===== config.mk =====
export PLATFORM = sky130hd
export DESIGN_NAME = mi3_det
export DESIGN_NICKNAME = d
export VERILOG_FILES = /design/src/hdl/matrix3x3_inverse_macros.svh /design/src/hdl/mi3_pkg.sv /design/src/hdl/mi3_det.sv
export SDC_FILE = /design/constraint.sdc
export NUM_CORES = 2
export LEC_CHECK = 0
export ABC_AREA = 0
export BUFFER_PORTS_ARGS = -buffer_cell sky130_fd_sc_hd__buf_2
export CORE_AREA = 2 2 367 369
export CTS_BUF_LIST = sky130_fd_sc_hd__clkbuf_2
export CTS_CLUSTER_SIZE = 14
export DETAILED_ROUTE_END_ITERATION = 6
export DIE_AREA = 0 0 369 371
export PLACE_DENSITY = 0.68
export SKIP_LAST_GASP = 1
export SYNTH_ARGS = -nofsm -noshare
export SYNTH_HDL_FRONTEND = slang
export SYNTH_SLANG_ARGS = --single-unit

===== constraint.sdc =====
create_clock -name clk -period 12.6 [get_ports clk]
set_clock_uncertainty 0.2 [all_clocks]
set_input_delay 1.26 -clock clk [delete_from_list [all_inputs] [get_ports clk]]
set_output_delay 1.26 -clock clk [all_outputs]
set_load 0.02 [all_outputs]

===== src/hdl/matrix3x3_inverse_macros.svh =====
// Assertion macros for the matrix3x3_inverse block.
`ifndef MATRIX3X3_INVERSE_MACROS_SVH
`define MATRIX3X3_INVERSE_MACROS_SVH
`ifndef SYNTH
`define MI3_ASSERT_IMP(lbl, clk, rstn, ante, cons) \
	lbl: assert property (@(posedge clk) disable iff (!rstn) (ante) |-> (cons)) \
		else $error("mi3 assertion failed");
`define MI3_ASSERT_NXT(lbl, clk, rstn, ante, cons) \
	lbl: assert property (@(posedge clk) disable iff (!rstn) (ante) |=> (cons)) \
		else $error("mi3 assertion failed");
`else
`define MI3_ASSERT_IMP(lbl, clk, rstn, ante, cons)
`define MI3_ASSERT_NXT(lbl, clk, rstn, ante, cons)
`endif
`endif


===== src/hdl/mi3_pkg.sv =====
// Shared types and constants of the 3x3 matrix inverse pipeline.
`timescale 1ns / 1ps
package mi3_pkg;
	localparam int ELEM_W = 16;
	localparam int FRAC_BITS = 8;
	localparam int PROD_W = 2 * ELEM_W;
	localparam int COF_W = 2 * ELEM_W + 1;
	localparam int DET_W = 3 * ELEM_W + 1;
	localparam int DMAG_W = 3 * ELEM_W;
	localparam int CMAG_W = 2 * ELEM_W;
	localparam int SHIFT = 2 * FRAC_BITS;
	localparam int REM_W = CMAG_W + SHIFT;
	localparam int QUO_W = ELEM_W;
	localparam int TRIAL_W = DMAG_W + QUO_W;
	localparam int NUM_EL = 9;
	// stage where the divider lanes start and the last stage before the output register
	localparam int DIV_START = 6;
	localparam int LAST_STAGE = DIV_START + QUO_W;

	typedef logic signed [ELEM_W-1:0] elem_t;
	typedef logic signed [PROD_W-1:0] prod_t;
	typedef logic signed [COF_W-1:0] cof_t;
	typedef logic signed [DET_W-1:0] det_t;
	typedef logic [DMAG_W-1:0] dmag_t;

	typedef struct packed {
		dmag_t dmag;
		logic  dneg;
		logic  zero;
	} det_info_t;
endpackage


===== src/hdl/mi3_det.sv =====
// Stages 3-5: determinant by first-row expansion, then sign and magnitude.
`timescale 1ns / 1ps
module mi3_det (
	input  logic                clk,
	input  logic                en,
	input  mi3_pkg::cof_t       cof [mi3_pkg::NUM_EL],
	input  mi3_pkg::elem_t      row0[3],
	output mi3_pkg::det_t       det,
	output mi3_pkg::det_info_t  info
);
	import mi3_pkg::*;

	det_t      t_s3[3];
	det_t      det_s4;
	det_info_t info_s5;

	always_ff @(posedge clk) begin
		if (en) begin
			t_s3[0] <= det_t'(row0[0]) * det_t'(cof[0]);
			t_s3[1] <= det_t'(row0[1]) * det_t'(cof[3]);
			t_s3[2] <= det_t'(row0[2]) * det_t'(cof[6]);
			// exact value always fits DET_W, so modular sum is exact
			det_s4 <= t_s3[0] + t_s3[1] + t_s3[2];
			info_s5.dneg <= det_s4[DET_W-1];
			info_s5.zero <= (det_s4 == '0);
			info_s5.dmag <= det_s4[DET_W-1] ? dmag_t'(-det_s4) : dmag_t'(det_s4);
		end
	end

	assign det = det_s4;
	assign info = info_s5;
endmodule


### Word-level counts from Yosys, hierarchy flattened

Memories as Yosys holds them, arrays and structs flattened.
Cells that the tools add are included.
W data, S select, Z words.

* register bits after elaboration: 99
* RAM bits: 147
* input bits: 347
* output and inout port bits: 99
* logic and storage cells: 15
* memories kept: 1

* add/sub/neg operators: 3
* multiply operators: 3
* multiplexer cells: 3
* reductions and logical operators: 1

Memory list
* t_s3: depth 3, bits a word 49, rd ports 3, clocked after memory_dff 0, write ports 3, RTL line mi3_det.sv:13 `det_t t_s3[3];`

Operators with widths (number)
* $mul A16 B33 Y49: 3
* $add A49 B49 Y49: 2
* $logic_not A49 Y1: 1
* $mux W48: 1
* $neg A48 Y48: 1
* $mux W1: 2

### Depth between registers and ports, before layout

* depth in word-level cells: 2
* mapped depth: 27
* mapped depth without buffers: 25

### Worst setup path after synthesis

No wires, ideal clock.

* path type: input to register
* start: input port row0[15] (netlist bit)
* end: memory t_s3[0][145] (netlist bit) (data pin)
* library setup time: 258 ps
* arrival time: 7247 ps
* data required time: 12142 ps
* slack: 4896 ps
* stages on the path: 24
* path buffers: 2
* path through: inv_1 -> clkbuf_1 -> clkbuf_1 -> nor2_1 -> fa_1 -> fa_1 -> fa_1 -> fa_1 -> fa_1 -> inv_1 -> fa_1 -> inv_1 -> ha_1 -> a21oi_1 -> o31ai_1 -> a221oi_1 -> nand3_1 -> a211oi_1 -> a211oi_1 -> and4_1 -> or3_1 -> a31o_2 -> a21oi_1 -> xnor2_1

RTL lines
* from (decl): RTL line mi3_det.sv:7 `input mi3_pkg::elem_t row0[3],`
* to (decl): RTL line mi3_det.sv:13

==> impl_results.md <==
* Met1 Wirelength at 66,200 um
* Crit start category: input port
* Hold Path End: info[27]
* Worst Hold Class: reg -> reg
* GRT Util Overall at 24.9%
* Met2 routed WL at 80,200 um
* # rows at 134
* RSZ-0062 raised after global routing: no
* Top routing layer in use: met4
* Area delta synth->final at 4.42%
* Hold Path Origin: det[25]
* Number of flops mapped to enable cells by yosys at 246
* Share of cells above drive strength 1 at 4.95%
* Tcrit/Tclk final at 67.8%
* Synth async-reset ratio at 0%
* Initial DRC count at 3,038
* HPWL after DPL at 129,000 um
* Status: completed
* Post-synthesis net count at 9,244
* Post-Syn Area at 0.0661 mm^2
* Synth warnings at 0
* Maxcap violations at 0
* Reg clk slew, reported paths at 0.10 ns
* Worst-Skew Late Latency at 0.93 ns
* Max_slew headroom at 28.7%
* Die area at 0.137 mm^2
* Crit Path Class: in -> reg
* Max Slew Vio Count at 0
* Vias in the first global route at 51,058
* Pin count of the biggest net entering global routing at 95
* # fillers at 12,228
* Global route total overflow at 0
* CTS resizes at 0
* Worst-path maximum fanout at 33
* Met3 routed WL at 12,100 um
* CTS tree: done
* IO Count at 446
* Reg2Reg Depth at 15
* Fmax at 117 MHz
* Post-route ant nets at 0
* Wire length per cell at 18.7 um
* Detailed Route WL at 164,000 um
* Detailed Routing Iterations Pass 1 at 6
* Crit. Startpoint: row0[23]
* Final worst path period need at 8.54 ns
* Vias per cell at 5.33
* Worst EP arrival at 8.93 ns
* Initial core utilization at 49.8%
* Worst Setup End Kind: register
* Synth Flop Type: edfxtp_1
* Hold Path Depth at 1
* Chip Width at 369 um
* Mapped Cells at 6,952
* Clk sinks at 246
* First-pass GRT wire length at 269,000 um
* GPL Wtd Cong at 0.920
* CTS Root Cell: clkbuf_2
* Final setup fails at 0
* Core Footprint at 0.133 mm^2
* Sequential share of the synthesized area at 11.2%
* PortBufs at 247
* Height of the die at 371 um
* Slew @ Worst Pin at 1.06 ns
* Nets at 9,276
* Vias at 46,787
* Hold Buf Count CTS at 0
* Clock Tree Buf Depth at 3
* Initial antenna violation count at 7
* Worst flop-to-flop path endpoint: det[47]
* Reg2reg start: t_s3[0][50]
* Worst EP required at 12.98 ns
* Synth Register Bits at 246
* Mean area per synthesized cell at 9.51 um^2
* H-tree levels at 2
* DRC at 0
* Yosys cell types at 61
* Final Hold Viols at 0
* CTS Buf Count at 54
* Setup bufs post-CTS at 0
* Reg2Reg Setup Slack at 7.03 ns
* TNS Setup at 0 ns
-- sequential cells by signal, indices dropped and copies added (netlist names) --
register / cells
det: 49
t_s3: 147
info: 50
-- cell usage after synthesis (3+ instances only) --
cell type,instances,area (um^2)
o31ai_1,26,195
and4_1,3,26.3
fa_1,1549,31000
and3_1,22,138
a41oi_1,4,35.0
o2111ai_1,4,35.0
o311ai_0,3,26.3
ha_1,396,4950
o221ai_1,3,26.3
or4_1,8,60.1
or2_2,5,31.3
xnor2_1,194,1700
o211ai_1,6,45.0
nand2b_1,36,225
a211oi_1,16,120
xor2_1,57,499
a221oi_1,3,26.3
a221o_1,4,40.0
o21bai_1,19,143
a31oi_1,17,106
a311oi_1,4,35.0
or4_4,10,113
o21a_1,18,135
nor2_1,151,567
a21oi_1,171,856
a2111oi_0,5,43.8
nor2b_1,26,163
or3_1,5,31.3
nor3_1,18,90.1
nand2_1,958,3600
nor4_1,7,43.8
o41ai_1,8,70.1
o31a_1,3,26.3
a21boi_0,3,22.5
nand4_1,19,119
edfxtp_1,246,7390
clkbuf_1,273,1020
inv_1,1709,6410
o21ai_0,114,571
o22ai_1,3,18.8
a21o_1,128,961
and2_1,635,3970
nand3_1,41,205
-- through the flow --
stage / hold slack (ns) / utilization, % / worst slack (ns) / cell area (um^2) / std cells
final: 0.439 / 52.0 / 4.06 / 69000 / 8779
after global routing: 0.448 / 52.0 / 3.55 / 69000 / 8779
after CTS: 0.437 / 52.0 / 4.15 / 69000 / 8778
after detailed placement: 0.410 / 51.6 / 3.26 / 68500 / 8696
after global placement: 0.415 / 51.6 / 3.31 / 68500 / 8696
after floorplan: 0.455 / - / 4.90 / 66100 / 6952
-- cells in the final DEF (no fill, tap or decap), types with 5 or more instances in the layout --
cell type	netlist	final
buf_4	1	6
a2111oi_0	5	5
inv_1	1709	1709
edfxtp_1	246	246
fa_1	1549	1549
nand4_1	19	19
o31ai_1	26	26
o21a_1	18	18
a31oi_1	17	17
a21oi_1	171	171
buf_2	1	246
ha_1	396	396
nor4_1	7	7
clkbuf_2	0	69
xnor2_1	194	194
o21bai_1	19	19
o21ai_0	114	114
nor3_1	18	18
nor2b_1	26	26
nand2_1	958	958
and3_1	22	22
or4_4	10	10
xor2_1	57	57
nand3_1	41	41
o211ai_1	6	6
nand2b_1	36	36
or4_1	8	8
and2_1	635	635
clkinv_1	0	8
a211oi_1	16	16
or3_1	5	5
nor2_1	151	151
o41ai_1	8	8
a21o_1	128	128
or2_2	5	5
-- metal layers --
layer / up-vias / track usage (%)
li1: 20626 / -
met1: 24119 / 32.7
met2: 1732 / 42.2
met3: 310 / 3.88
met4: 0 / 8.20
met5: - / 0
-- worst max path at each step --
stage	to	slack, ns	cells after the start
floorplan	t_s3[0][145]	4.90	24
global placement	t_s3[0][41]	3.31	24
detailed placement	t_s3[0][97]	3.26	24
CTS	t_s3[0][97]	4.15	24
global route	t_s3[0][97]	3.55	24
finish	t_s3[0][97]	4.06	24
-- final cells by class --
class | count | area [um^2] | share of cell area (%)
clock inverters | 13 | 113 | 0.163
repair buffers | 253 | 1290 | 1.87
flip-flops and latches | 246 | 7390 | 10.7
clock buffers | 69 | 345 | 0.500
multi-input cells | 4720 | 51200 | 74.3
diodes | 1 | 2.50 | 0.00363
inverters | 1709 | 6410 | 9.30
well taps | 1768 | 2210 | 3.21
-- kinds of logic (layout without fill, tap and decap cells) --
family	count (synthesis)	after routing	synth area share (%)
adder cells (fa/ha/maj)	1945	1945	54.4
AND/OR/NAND/NOR	1952	1952	14.3
multiplexers	1	1	0.0151
AO/OA/AOI/OAI	571	571	5.48
flip-flops	246	246	11.2
other	0	1	0
XOR/XNOR	251	251	3.33
buffers and inverters	1986	2044	11.3
-- worst max-delay path, stage by stage --
cell and delay [ns]:
buf_2 0.68, nand2_1 0.17, fa_1 0.57, inv_1 0.05, fa_1 0.50, inv_1 0.06, fa_1 0.53, inv_1 0.05
fa_1 0.46, fa_1 0.50, inv_1 0.05, fa_1 0.50, inv_1 0.05, ha_1 0.38, nand4_1 0.12, o21ai_0 0.29
nor3_1 0.09, a21oi_1 0.33, o21ai_0 0.25, a31oi_1 0.39, a31oi_1 0.26, o31ai_1 0.63, o221ai_1 0.26, xnor2_1 0.48
Power is not shown: default switching activity piles up to over one toggle a cycle in this logic, so the estimate is an artifact.
