--- config.mk ---
export PLATFORM = sky130hd
export DESIGN_NAME = mi3_div
export DESIGN_NICKNAME = d
export VERILOG_FILES = /design/src/hdl/matrix3x3_inverse_macros.svh /design/src/hdl/mi3_pkg.sv /design/src/hdl/mi3_div.sv
export SDC_FILE = /design/constraint.sdc
export NUM_CORES = 2
export LEC_CHECK = 0
export ABC_AREA = 1
export BUFFER_PORTS_ARGS = -buffer_cell sky130_fd_sc_hd__buf_4
export CORE_ASPECT_RATIO = 0.7
export CORE_MARGIN = 3
export CORE_UTILIZATION = 25
export CTS_CLUSTER_SIZE = 40
export DETAILED_ROUTE_END_ITERATION = 10
export PLACE_DENSITY_LB_ADDON = 0.08
export SLEW_MARGIN = 20
export SYNTH_ARGS = -nofsm -noshare
export SYNTH_HDL_FRONTEND = slang
export SYNTH_SLANG_ARGS = --single-unit
--- constraint.sdc ---
create_clock -name clk -period 7.6 [get_ports clk]
set_clock_uncertainty 0.2 [all_clocks]
set_input_delay 0.76 -clock clk [delete_from_list [all_inputs] [get_ports clk]]
set_output_delay 0.76 -clock clk [all_outputs]
set_load 0.05 [all_outputs]
--- src/hdl/matrix3x3_inverse_macros.svh ---
// Assertion macros for the matrix3x3_inverse block.
`ifndef MATRIX3X3_INVERSE_MACROS_SVH
`define MATRIX3X3_INVERSE_MACROS_SVH
`ifndef SYNTH
`define MI3_ASSERT_IMP(lbl, clk, rstn, ante, cons) \
	lbl: assert property (@(posedge clk) disable iff (!rstn) (ante) |-> (cons)) \
		else $error("mi3 assertion failed");
`define MI3_ASSERT_NXT(lbl, clk, rstn, ante, cons) \
	lbl: assert property (@(posedge clk) disable iff (!rstn) (ante) |=> (cons)) \
		else $error("mi3 assertion failed");
`else
`define MI3_ASSERT_IMP(lbl, clk, rstn, ante, cons)
`define MI3_ASSERT_NXT(lbl, clk, rstn, ante, cons)
`endif
`endif

--- src/hdl/mi3_pkg.sv ---
// Shared types and constants of the 3x3 matrix inverse pipeline.
`timescale 1ns / 1ps
package mi3_pkg;
	localparam int ELEM_W = 16;
	localparam int FRAC_BITS = 8;
	localparam int PROD_W = 2 * ELEM_W;
	localparam int COF_W = 2 * ELEM_W + 1;
	localparam int DET_W = 3 * ELEM_W + 1;
	localparam int DMAG_W = 3 * ELEM_W;
	localparam int CMAG_W = 2 * ELEM_W;
	localparam int SHIFT = 2 * FRAC_BITS;
	localparam int REM_W = CMAG_W + SHIFT;
	localparam int QUO_W = ELEM_W;
	localparam int TRIAL_W = DMAG_W + QUO_W;
	localparam int NUM_EL = 9;
	// stage where the divider lanes start and the last stage before the output register
	localparam int DIV_START = 6;
	localparam int LAST_STAGE = DIV_START + QUO_W;

	typedef logic signed [ELEM_W-1:0] elem_t;
	typedef logic signed [PROD_W-1:0] prod_t;
	typedef logic signed [COF_W-1:0] cof_t;
	typedef logic signed [DET_W-1:0] det_t;
	typedef logic [DMAG_W-1:0] dmag_t;

	typedef struct packed {
		dmag_t dmag;
		logic  dneg;
		logic  zero;
	} det_info_t;
endpackage

--- src/hdl/mi3_div.sv ---
// One divider lane: cofactor / determinant, restoring, one quotient bit per stage.
`timescale 1ns / 1ps
module mi3_div (
	input  logic                clk,
	input  logic                en,
	input  mi3_pkg::cof_t       cof,
	input  mi3_pkg::det_info_t  info,
	output mi3_pkg::elem_t      quo
);
	import mi3_pkg::*;

	cof_t              cof_s3, cof_s4;
	logic [CMAG_W-1:0] cmag_s5;
	logic              cneg_s5;

	// index 0 is stage DIV_START, index k is DIV_START + k
	logic [REM_W-1:0]  rem_s [QUO_W+1];
	dmag_t             den_s [QUO_W+1];
	logic [QUO_W-1:0]  q_s   [QUO_W+1];
	logic              ovf_s [QUO_W+1];
	logic              qneg_s[QUO_W+1];

	always_ff @(posedge clk) begin
		if (en) begin
			cof_s3 <= cof;
			cof_s4 <= cof_s3;
			cneg_s5 <= cof_s4[COF_W-1];
			cmag_s5 <= cof_s4[COF_W-1] ? CMAG_W'(-cof_s4) : CMAG_W'(cof_s4);
			// quotient >= 2^QUO_W exactly when |cof| >= |det|
			ovf_s[0] <= (DMAG_W'(cmag_s5) >= info.dmag);
			rem_s[0] <= {cmag_s5, {SHIFT{1'b0}}};
			den_s[0] <= info.dmag;
			q_s[0] <= '0;
			qneg_s[0] <= cneg_s5 ^ info.dneg;
		end
	end

	for (genvar k = 0; k < QUO_W; k++) begin : g_bit
		localparam int B = QUO_W - 1 - k;
		logic [TRIAL_W-1:0] trial;
		logic               fits;
		assign trial = {{QUO_W{1'b0}}, den_s[k]} << B;
		assign fits = (TRIAL_W'(rem_s[k]) >= trial);
		always_ff @(posedge clk) begin
			if (en) begin
				rem_s[k+1] <= fits ? (rem_s[k] - trial[REM_W-1:0]) : rem_s[k];
				q_s[k+1] <= q_s[k] | (fits ? (QUO_W'(1) << B) : '0);
				den_s[k+1] <= den_s[k];
				ovf_s[k+1] <= ovf_s[k];
				qneg_s[k+1] <= qneg_s[k];
			end
		end
	end

	logic [QUO_W-1:0] limit, mag;
	always_comb begin
		limit = qneg_s[QUO_W] ? {1'b1, {(QUO_W-1){1'b0}}} : {1'b0, {(QUO_W-1){1'b1}}};
		mag = (ovf_s[QUO_W] || (q_s[QUO_W] > limit)) ? limit : q_s[QUO_W];
		quo = qneg_s[QUO_W] ? elem_t'(-mag) : elem_t'(mag);
	end
endmodule

# Yosys cells after proc, flatten, opt, wreduce, memory -nomap -nowiden
# Memories as Yosys holds them, arrays and structs flattened.
# Index checks and enable logic that the tools add are counted.
[totals]
ff_bits = 99
ramBits = 1938
out_inout_bits = 16
n_memories = 5
[classes]
n_addsub = 18
order_cmp = 18
muxes = 38
n_bitwise = 17
n_reduce_logical = 1
[memory_table]
columns = ["memory", "words", "width", "read_ports", "rd_clocked_by_memory_dff", "write_ports", "line_no", "text"]
rows = [
  ["den_s", 17, 48, 16, 0, 17, "mi3_div.sv:18", "dmag_t den_s [QUO_W+1];"],
  ["rem_s", 17, 48, 16, 0, 17, "mi3_div.sv:17", "logic [REM_W-1:0] rem_s [QUO_W+1];"],
  ["q_s", 17, 16, 17, 0, 17, "mi3_div.sv:19", "logic [QUO_W-1:0] q_s [QUO_W+1];"],
  ["ovf_s", 17, 1, 17, 0, 17, "mi3_div.sv:20", "logic ovf_s [QUO_W+1];"],
  ["qneg_s", 17, 1, 17, 0, 17, "mi3_div.sv:21", "logic qneg_s[QUO_W+1];"],
]
[ops]
columns = ["operator", "n"]
rows = [
  ["48-bit 2-to-1 mux", 16],
  ["48-bit subtractor", 16],
  ["16-bit 2-to-1 mux", 4],
  ["48-bit by 63-bit greater-or-equal comparator with 1-bit output", 1],
  ["48-bit by 62-bit greater-or-equal comparator with 1-bit output", 1],
  ["48-bit by 61-bit greater-or-equal comparator with 1-bit output", 1],
  ["48-bit by 60-bit greater-or-equal comparator with 1-bit output", 1],
  ["48-bit by 59-bit greater-or-equal comparator with 1-bit output", 1],
  ["48-bit by 58-bit greater-or-equal comparator with 1-bit output", 1],
  ["48-bit by 57-bit greater-or-equal comparator with 1-bit output", 1],
  ["48-bit by 56-bit greater-or-equal comparator with 1-bit output", 1],
  ["48-bit by 55-bit greater-or-equal comparator with 1-bit output", 1],
  ["48-bit by 54-bit greater-or-equal comparator with 1-bit output", 1],
  ["48-bit by 53-bit greater-or-equal comparator with 1-bit output", 1],
  ["48-bit by 52-bit greater-or-equal comparator with 1-bit output", 1],
  ["48-bit by 51-bit greater-or-equal comparator with 1-bit output", 1],
  ["48-bit by 50-bit greater-or-equal comparator with 1-bit output", 1],
  ["48-bit by 49-bit greater-or-equal comparator with 1-bit output", 1],
  ["32-bit by 48-bit greater-or-equal comparator with 1-bit output", 1],
  ["48-bit greater-or-equal comparator", 1],
  ["32-bit 2-to-1 mux", 1],
  ["32-bit negation", 1],
  ["16-bit > comparator", 1],
  ["16-bit negation", 1],
  ["33 further kinds", 35],
]

# Longest topological paths before layout
# An unclocked memory read counts as a cell.
[logic_depth]
depth_word = 7
mapped_depth = 26
mapped_depth_nobuf = 25

# Worst setup path after synthesis
# No wires, ideal clock.
[synth_timing]
kind = "register to output"
from = "mem qneg_s[16][0], in the netlist qneg_s[1][0]"
to = "out quo[5]"
arrival_time_ns = 3.764
required_time_ns = 6.640
setup_slack_ns = 2.876
path_stages_with_launch = 15
path_cell_list = "edfxtp_1 -> inv_1 -> ha_1 -> nand2_1 -> nor3_1 -> nand2_1 -> nand2_1 -> nand2_2 -> nand2_1 -> nand2_2 -> nand2_1 -> nor2_1 -> inv_1 -> o21ai_0 -> o21ai_0"
[synth_rtl]
columns = ["element", "line_no", "text"]
rows = [
  ["start, declared", "mi3_div.sv:21", ""],
  ["end, declared", "mi3_div.sv:8", "output mi3_pkg::elem_t quo"],
]

==> results.md <==
- Slew Viols, Final: 0
- Synth warn: 0
- Area grow syn2layout: 14.1%
- Final nets: roughly 12000
- Worst IR drop on VDD: around 0.00019 V
- Die area: 0.412 mm^2
- Core ar.: roughly 0.4 mm^2
- Distinct cells, synth: 68
- Syn Nets: between 10000 and 15000
- Uppermost layer routed: met5
- Post-CTS setup buffer count: 0
- M1 WL: around 190000 um
- Hold Slack: 213 ps
- CP endpoint kind: output port
- GRT Resource Usage Total: 0.180
- Worst Hold Class: reg2reg
- Antenna violations before repair: 21
- Ys async rst share: 0
- Inserted Clock Buffers: roughly 190
- Setup Crit Path Kind: reg2out
- DR WL met2: roughly 150000 um
- Post-Syn Area: roughly 0.1 mm^2
- RSZ-0062 raised after global routing: no
- Final worst slack: between 1000 and 1500 ps
- Met3 wire len: approximately 31000 um
- First-pass DRT Iterations: 6
- Clk root buf: clkbuf_16
- Status: finished, final reports clean
- Pwr Density: about 220 mW/mm^2
- Critical path launch point type: register
- R2r worst-path depth: 13
- Commonest non-fill, non-tap cell in the layout: nand2_1
- Pre-CTS setup slack: ~2200 ps
- Post-synth EDFFs: roughly 1700
- Final hold vios: 0
- Max-cap violations: 0
- #FFs+latches synth: approximately 1700
- CTS Sinks: around 1700
- Min Clock Period, post-route: 6200 ps
- RePlAce Congestion: 0.918
- Vias: between 70000 and 80000
- Post-route ant nets: 0
- Commonest cells after routing, fill and taps aside: nand2_1, inv_1, edfxtp_1, nor2_1, a21oi_1
- Hold depth: 0
- First-pass GRT wire length: about 540000 um
- Die H: 538 um
- Via density: ~4.6
- Largest net degree at the start of global routing: 154
- # IOs: a little over 100
- Average cell area after synthesis: approximately 9 um^2
- DRC: 0
- GR Overflow Total: 0
- Drt total wl: 382000 um
- Slew HR: 0.0990
- Fillers: ~43000
- Worst-path clk slew: about 60 ps
- WP data arrival: 5240 ps
- Post-synth top flop: edfxtp_1
- Row cnt: 194
- Period utilisation layout: 0.816
- Wirelength per Cell: 22.4 um
- Hpwl dp: ~320000 um
- Post-Syn Instances: 11200
- DRT iter0 DRCs: 7601
- Initial Util: 0.252
- Crit path max fanout: 29
- Max Root-Sink Buffers: 4
- CTS tree: built
- Register area share after synthesis: 0.496
- Worst-Margin Slew: approximately 1300 ps
- Clock insertion delay at the later pin of the skew report: a little over 900 ps
- Fmax: around 160 MHz
- Leak: 47.8 nW
- Share of cells above drive strength 1: 0.0492
- TNS Setup: 0 ps
- # port buffers: 99
- Worst Path Required: ~6600 ps
- Setup Viol. Count Final: 0
- H-tree depth: 4
- Number of global-route vias before repair: roughly 76000
- Die Span X: 766 um
[cell type report]
class / count / area [um^2] / share of cell area
sequential: 1669 / 50100 / 0.435
tap: 5390 / 6740 / 0.0585
inverter: 1754 / 6580 / 0.0571
clock buffer: 235 / 5110 / 0.0444
timing repair buffer: 228 / 2050 / 0.0178
clock inverter: 116 / 1080 / 0.00939
multi-input combinational: 7638 / 43600 / 0.378
antenna: 3 / 7.51 / 0.0000651
[report_power, final]
part | switching [W] | internal, W
logic | 0.00336 | 0.00158
registers | 0.000508 | 0.0108
clock network | 0.00404 | 0.00532
[synthesized netlist by cell type (135+ instances only)]
master       n  area, um^2
nand2_1   2089        7840
inv_1     1746        6550
edfxtp_1  1669       50100
nor2_1    1198        4500
a21oi_1   1018        5090
ha_1       697        8720
o21ai_0    678        3390
nand3_1    428        2140
xor2_1     272        2380
xnor2_1    220        1930
nand4_1    143         895
nor3_1     136         681
a31oi_1    135         845
[path summary, 6_finish.rpt]
kind | slack (ps) | end | start
max | 1400 | quo[10] | qneg_s[1][0]
min | 210 | q_s[0][189] | q_s[0][173]
max reg2reg | 2810 | rem_s[0][407] | den_s[0][336]
min reg2reg | 210 | q_s[0][189] | q_s[0][173]
[layer usage]
layer / vias to the layer above / GRT usage
li1: 38800 / -
met1: 37900 / 0.276
met2: 2240 / 0.252
met3: 279 / 0.0496
met4: 6 / 0.0255
met5: - / 0.00505
[registers in the layout (all words and copies together) (netlist names)]
name / cells
cmag_s5: 32
cneg_s5: 1
cof_s3: 33
cof_s4: 33
den_s: 768
ovf_s: 17
q_s: 136
qneg_s: 17
rem_s: 632
[critical path, cell delays in order (launching register included)]
cell	delay (ps)
edfxtp_1	320
buf_4	320
inv_1	250
ha_1	350
nand2_1	80
nor3_1	430
nand3_1	180
nand2_2	310
nand2_1	160
nand2_2	400
nand2_1	190
inv_1	90
ha_1	160
nand2_1	70
nor2_1	160
nand2_1	70
nand2_1	220
nand2_1	110
o21ai_0	230
inv_1	70
buf_4	190
[stage by stage]
step                 util  power (W)  instances  cell area, um^2
finish              0.288     0.0257      17000           115000
global route        0.288     0.0271      17000           115000
CTS                 0.288     0.0261      17000           115000
detailed placement  0.270     0.0164      16600           108000
global placement    0.270     0.0164      16600           108000
floorplan               -     0.0144      11200           101000
[cells by family (layout without fill, tap and decap cells)]
family,after synthesis,count (layout),share of synthesized area
AO/OA/AOI/OAI,2231,2231,0.124
flip-flops,1669,1669,0.496
adder cells (fa/ha/maj),712,712,0.0893
AND/OR/NAND/NOR,4181,4181,0.172
buffers and inverters,1882,2333,0.0733
other,0,3,0
multiplexers,22,22,0.00244
XOR/XNOR,492,492,0.0426
[what timing repair did]
| action | CTS | global route |
|---|---|---|
| resized for setup | 0 | 0 |
| hold buffers | 83 | 0 |
| endpoints found under the setup margin | 0 | 0 |
| hold endpoints to repair | 92 | 0 |
No activity file was read; power rests on OpenSTA's default activity.
